[config.mk]
export PLATFORM = sky130hd
export DESIGN_NAME = dttc_fifo
export DESIGN_NICKNAME = d
export VERILOG_FILES = /design/src/hdl/disc_time_to_collision_top_defines.svh /design/src/hdl/dttc_fifo.sv
export SDC_FILE = /design/constraint.sdc
export NUM_CORES = 1
export LEC_CHECK = 0
export ABC_AREA = 1
export ABC_CLOCK_PERIOD_IN_PS = 1300
export BUFFER_PORTS_ARGS = -buffer_cell sky130_fd_sc_hd__clkbuf_2
export CELL_PAD_IN_SITES_DETAIL_PLACEMENT = 1
export CELL_PAD_IN_SITES_GLOBAL_PLACEMENT = 2
export CORE_AREA = 2 2 39 41
export DETAILED_ROUTE_END_ITERATION = 10
export DIE_AREA = 0 0 41 43
export PLACE_DENSITY_LB_ADDON = 0.1
export SLEW_MARGIN = 40
export SYNTH_ARGS = -nofsm -noshare
export SYNTH_HDL_FRONTEND = slang
export SYNTH_SLANG_ARGS = --single-unit
[constraint.sdc]
create_clock -name clk -period 1.3 [get_ports clk]
set_clock_uncertainty 0.05 [all_clocks]
set_input_delay 0.13 -clock clk [delete_from_list [all_inputs] [get_ports clk]]
set_output_delay 0.13 -clock clk [all_outputs]
set_load 0.1 [all_outputs]
[src/hdl/disc_time_to_collision_top_defines.svh]
// ----------------------------------------------------------------------------
// disc_time_to_collision_top_defines
// Assertion macros shared by the disc time-to-collision block.
// ----------------------------------------------------------------------------
`ifndef DISC_TIME_TO_COLLISION_TOP_DEFINES_SVH
`define DISC_TIME_TO_COLLISION_TOP_DEFINES_SVH

// Same-cycle implication, disabled during reset.
`define DTTC_ASSERT_IMPLY(lbl, ante, cons) \
    lbl: assert property (@(posedge clk) disable iff (!rst_n) (ante) |-> (cons)) \
        else $error("dttc assertion failed");

// Next-cycle implication, disabled during reset.
`define DTTC_ASSERT_NEXT(lbl, ante, cons) \
    lbl: assert property (@(posedge clk) disable iff (!rst_n) (ante) |=> (cons)) \
        else $error("dttc assertion failed");

`endif

[src/hdl/dttc_fifo.sv]
// ----------------------------------------------------------------------------
// dttc_fifo
// Two-entry queue; full and empty come straight from the fill count.
// ----------------------------------------------------------------------------
`default_nettype none

module dttc_fifo #(
    parameter type T = logic
) (
    input  wire logic clk,
    input  wire logic rst_n,
    input  wire logic push,
    input  wire T     wdata,
    output logic      full,
    input  wire logic pop,
    output T          rdata,
    output logic      empty
);

    T           mem_reg [2];
    logic       wr_ptr_reg;
    logic       rd_ptr_reg;
    logic [1:0] count_reg;
    logic [1:0] count_next;

    always_comb
    begin
        count_next = count_reg;
        if (push && !pop)
        begin
            count_next = count_reg + 2'd1;
        end
        else if (pop && !push)
        begin
            count_next = count_reg - 2'd1;
        end
    end

    always_ff @(posedge clk or negedge rst_n)
    begin
        if (!rst_n)
        begin
            wr_ptr_reg <= 1'b0;
            rd_ptr_reg <= 1'b0;
            count_reg  <= 2'd0;
        end
        else
        begin
            if (push)
            begin
                wr_ptr_reg <= !wr_ptr_reg;
            end
            if (pop)
            begin
                rd_ptr_reg <= !rd_ptr_reg;
            end
            count_reg <= count_next;
        end
    end

    always_ff @(posedge clk)
    begin
        if (push)
        begin
            mem_reg[wr_ptr_reg] <= wdata;
        end
    end

    assign rdata = mem_reg[rd_ptr_reg];
    assign full  = (count_reg == 2'd2);
    assign empty = (count_reg == 2'd0);

endmodule

`default_nettype wire

* Word-level counts from Yosys, hierarchy flattened *
Memories as Yosys holds them, arrays and structs flattened.
Index checks and enable logic that the tools add are counted.

word-level totals
  memory bits (read-only) = 0
  logic and storage cells = 19
  input port bits = 5
  memories kept = 1
  RAM bits = 2
  output and inout port bits = 3
  bits in latches = 0
  register bits = 4

memory list
  name     words  width  read ports  clocked after memory_dff  wr ports  RTL line         RTL
  mem_reg  2      1      1           0                         1         dttc_fifo.sv:20  T mem_reg [2];

cells by class
  bitwise logic cells = 0
  eq/ne operators = 1
  muxes and demuxes = 4
  shifts and indexed selects = 0
  $mul = 0
  order comparisons = 0
  add/subtract/negate cells = 2
  div/mod/pow operators = 0
  reductions and logical operators = 8

operators with widths
  cell                                                                number
  1-bit zero test                                                     4
  2-bit two-way mux                                                   2
  2-bit by 1-bit adder with 2-bit output, second input constant       1
  2-bit equality test, second input constant                          1
  1-bit logical AND                                                   2
  2-bit zero test                                                     1
  1-bit two-way mux                                                   2
  2-bit nonzero test                                                  1
  2-bit by 1-bit subtractor with 2-bit output, second input constant  1

* Depth between registers and ports, before layout *
  word-level depth = 4
  mapped depth = 7

* Worst setup path before layout *
No wires, ideal clock.

  kind = register -> output
  start = register count_reg[0]
  end = output empty
  buffers on the path = 0
  cell stages (with the launch flop) = 2
  data arrival time = 1.693 ns
  data required time = 1.120 ns
  path slack = -0.573 ns
  cells stage by stage = dfrtp_1 nor2_1

on the way
  word-level cells in the longest chain between the ends = 1

RTL lines
  item                    RTL line         RTL
  start, declared         dttc_fifo.sv:23  logic [1:0] count_reg;
  start signal, assigned  dttc_fifo.sv:57  count_reg <= count_next;
  2-bit zero test         dttc_fifo.sv:71  assign empty = (count_reg == 2'd0);
  end, declared           dttc_fifo.sv:17  output logic empty

No other way between the ends.

* Worst setup path in the final report *
  start = register rd_ptr_reg
  end = output rdata

on the way
  word-level cells in the longest chain between the ends = 1

RTL lines
  item                    RTL line         RTL
  start, declared         dttc_fifo.sv:22  logic rd_ptr_reg;
  start signal, assigned  dttc_fifo.sv:55  rd_ptr_reg <= !rd_ptr_reg;
  memory read 2 x 1 bit   -
  end, declared           dttc_fifo.sv:16  output T rdata,

No other way between the ends.

==> results.tsv <==
stage	metric	value	unit
setup_path	CP endpoint kind	primary output	
route	wire per inst	9.00	µm
floorplanning	Die Width	41	µm
logic_synthesis	yosys warns	0	
min_path	HP Class	primary input to flop	
setup_path	reg-to-reg startpoint	count_reg[0]	
placed_design	Placer Congestion	0.629	
cts	root buffer cell	clkbuf_4	
sta	Tcrit/Tclk final	99.4	%
grt	initial antenna violation count	0	
cts	CTS Buf Count	3	
placed_design	placed cell count	51	
logic_synthesis	sequential area share after synthesis	57.1	%
route	drt initial violations	0	
finish	commonest non-fill, non-tap cell in the layout	inv_1	
cts	Clock Latency Late Sink	240	ps
grt	vias in the first global route	218	
cts	Clock Tree Buf Depth	2	
flow_run	Max-cap violations	0	
route	1st-pass router iterations	1	
logic_synthesis	syn_nets	34	
finish	most frequent cells in the layout	inv_1 (6), nand2_1 (4), dfrtp_1 (4), clkbuf_2 (4)	
floorplanning	Die ar.	0.00176	mm²
cts	clock-pin slew on the worst setup and hold paths	50	ps
sta	Setup violations, final	0	
route	DRC viols	0	
sta	Min Clock Period, post-route	1290	ps
logic_synthesis	Synth cell types	13	
setup_path	worst endpoint data arrival time	1110	ps
run_status	status	complete, no violations	
grt	largest net degree at the start of global routing	6	
placed_design	DP HPWL	415	µm
sta	Worst-Margin Slew	222	ps
setup_path	r2r setup slk	400	ps
sta	Hold Violations, Final	0	
grt	grt ovf	0	
floorplanning	initial core utilization	20.3	%
logic_synthesis	Mapped Area	280	µm²
route	Vias/cell	3.71	
setup_path	R2R cell count	5	
sta	relative slew slack	85.2	%
route	post-detailed-route count of antenna-violating nets	0	
logic_synthesis	mean post-synth cell area	10.0	µm²
finish	Cell Count, Final, Fillers Out	56	
floorplanning	Die Ht	43	µm
min_path	HP Start	wdata	
grt	Total Routing Usage GR	7.79	%
finish	synthesis-to-layout area growth	53.1	%
setup_path	startpoint types	flop	
floorplanning	IO Count	8	
logic_synthesis	#FFs+latches synth	6	
grt	first-pass GRT wire length	883	µm
finish	nets	48	
setup_path	CP Data Required Time	1120	ps
min_path	Hold EP	mem_reg[1]	
cts	CTS tree	built	
setup_path	type of the worst setup path	flop to primary output	
floorplanning	core area	0.00138	mm²
sta	max-slew violation count	0	
sta	RSZ-0062 raised after global routing	true	
finish	share of cells above drive strength 1	40.0	%
setup_path	RR Endpoint	count_reg[1]	
route	drt total wl	504	µm
min_path	Worst Hold Depth	1	
sta	f_max	774	MHz
cts	TritonCTS Sinks	6	
placed_design	IO Port Bufs	7	
setup_path	CP Max Fanout	2	
floorplanning	num rows	14	
finish	diode count	0	
cts	H-tree depth reported by CTS	1	
logic_synthesis	cells after synthesis	28	
route	vias	208	
[per-stage QoR]
stage	setup TNS (ps)	hold WS (ps)	area (µm²)	util [%]	worst slack [ps]
CTS	0	21.9	429	31.0	1.48
detailed placement	0	-101	385	27.8	228
global placement	0	-99.0	385	27.8	250
floorplan	-258	-216	285	-	-129
finish	0	25.5	429	31.0	8.41
global route	-25.5	24.1	429	31.0	-25.5
[critical path, cell delays in order, from the launching register on]
cell and delay [ps]:
dfrtp_1 390, mux2_4 320, buf_12 170
[repair_timing]
item / 4_1_cts / 5_1_grt
setup endpoints to repair: 1 / 1
hold endpoints to repair: 4 / 0
gates resized for setup: 1 / 0
hold buffers: 1 / 0
setup buffers: 1 / 0
[worst max path at each step]
stage	from	endpoint	slack, ps	cells past startpoint
2_1_floorplan	count_reg[0]	empty	-130	1
3_3_place_gp	rd_ptr_reg	rdata	250	2
3_5_place_dp	rd_ptr_reg	rdata	230	2
4_1_cts	rd_ptr_reg	rdata	1	2
5_1_grt	rd_ptr_reg	rdata	-30	2
6_report	rd_ptr_reg	rdata	8	2
[cells by family (layout without fill, tap and decap cells)]
kind of cell | Yosys count | after routing | synth area share, %
fa+ha+maj | 1 | 1 | 4.46
simple gates | 10 | 10 | 15.6
mux | 1 | 1 | 4.02
buf+inv | 7 | 19 | 9.37
xor+xnor | 3 | 3 | 9.38
flops | 6 | 6 | 57.1
[area by class of cell]
type                       count  area, µm²
fill                         162        955
sequential                     6        160
multi-input combinational     15        103
timing repair buffer           9       97.6
inverter                       7       26.3
clock buffer                   3       22.5
tap                           16       20.0
[synthesized netlist by cell type]
master	count	area, µm²
inv_2	1	3.75
nand3_1	1	5.00
xnor2_1	1	8.76
nand2_2	1	6.26
ha_1	1	12.5
inv_1	6	22.5
dfrtp_1	4	100
nand2_1	4	15.0
edfxtp_1	2	60.1
xor2_1	2	17.5
nand4_1	1	6.26
nor2_1	3	11.3
mux2_2	1	11.3
[layer usage]
layer | wire [µm] | track usage (%) | part of all wire [%] | up-vias
met1 | 251 | 10.5 | 50 | 93
met4 | 0 | 2.00 | 0 | 0
met3 | 29 | 6.28 | 5.8 | 0
li1 | - | - | - | 109
met2 | 224 | 9.38 | 44 | 6
met5 | 0 | 0 | 0 | -
Power is not shown: default switching activity piles up to over one toggle a cycle in this logic, so the estimate is an artifact.
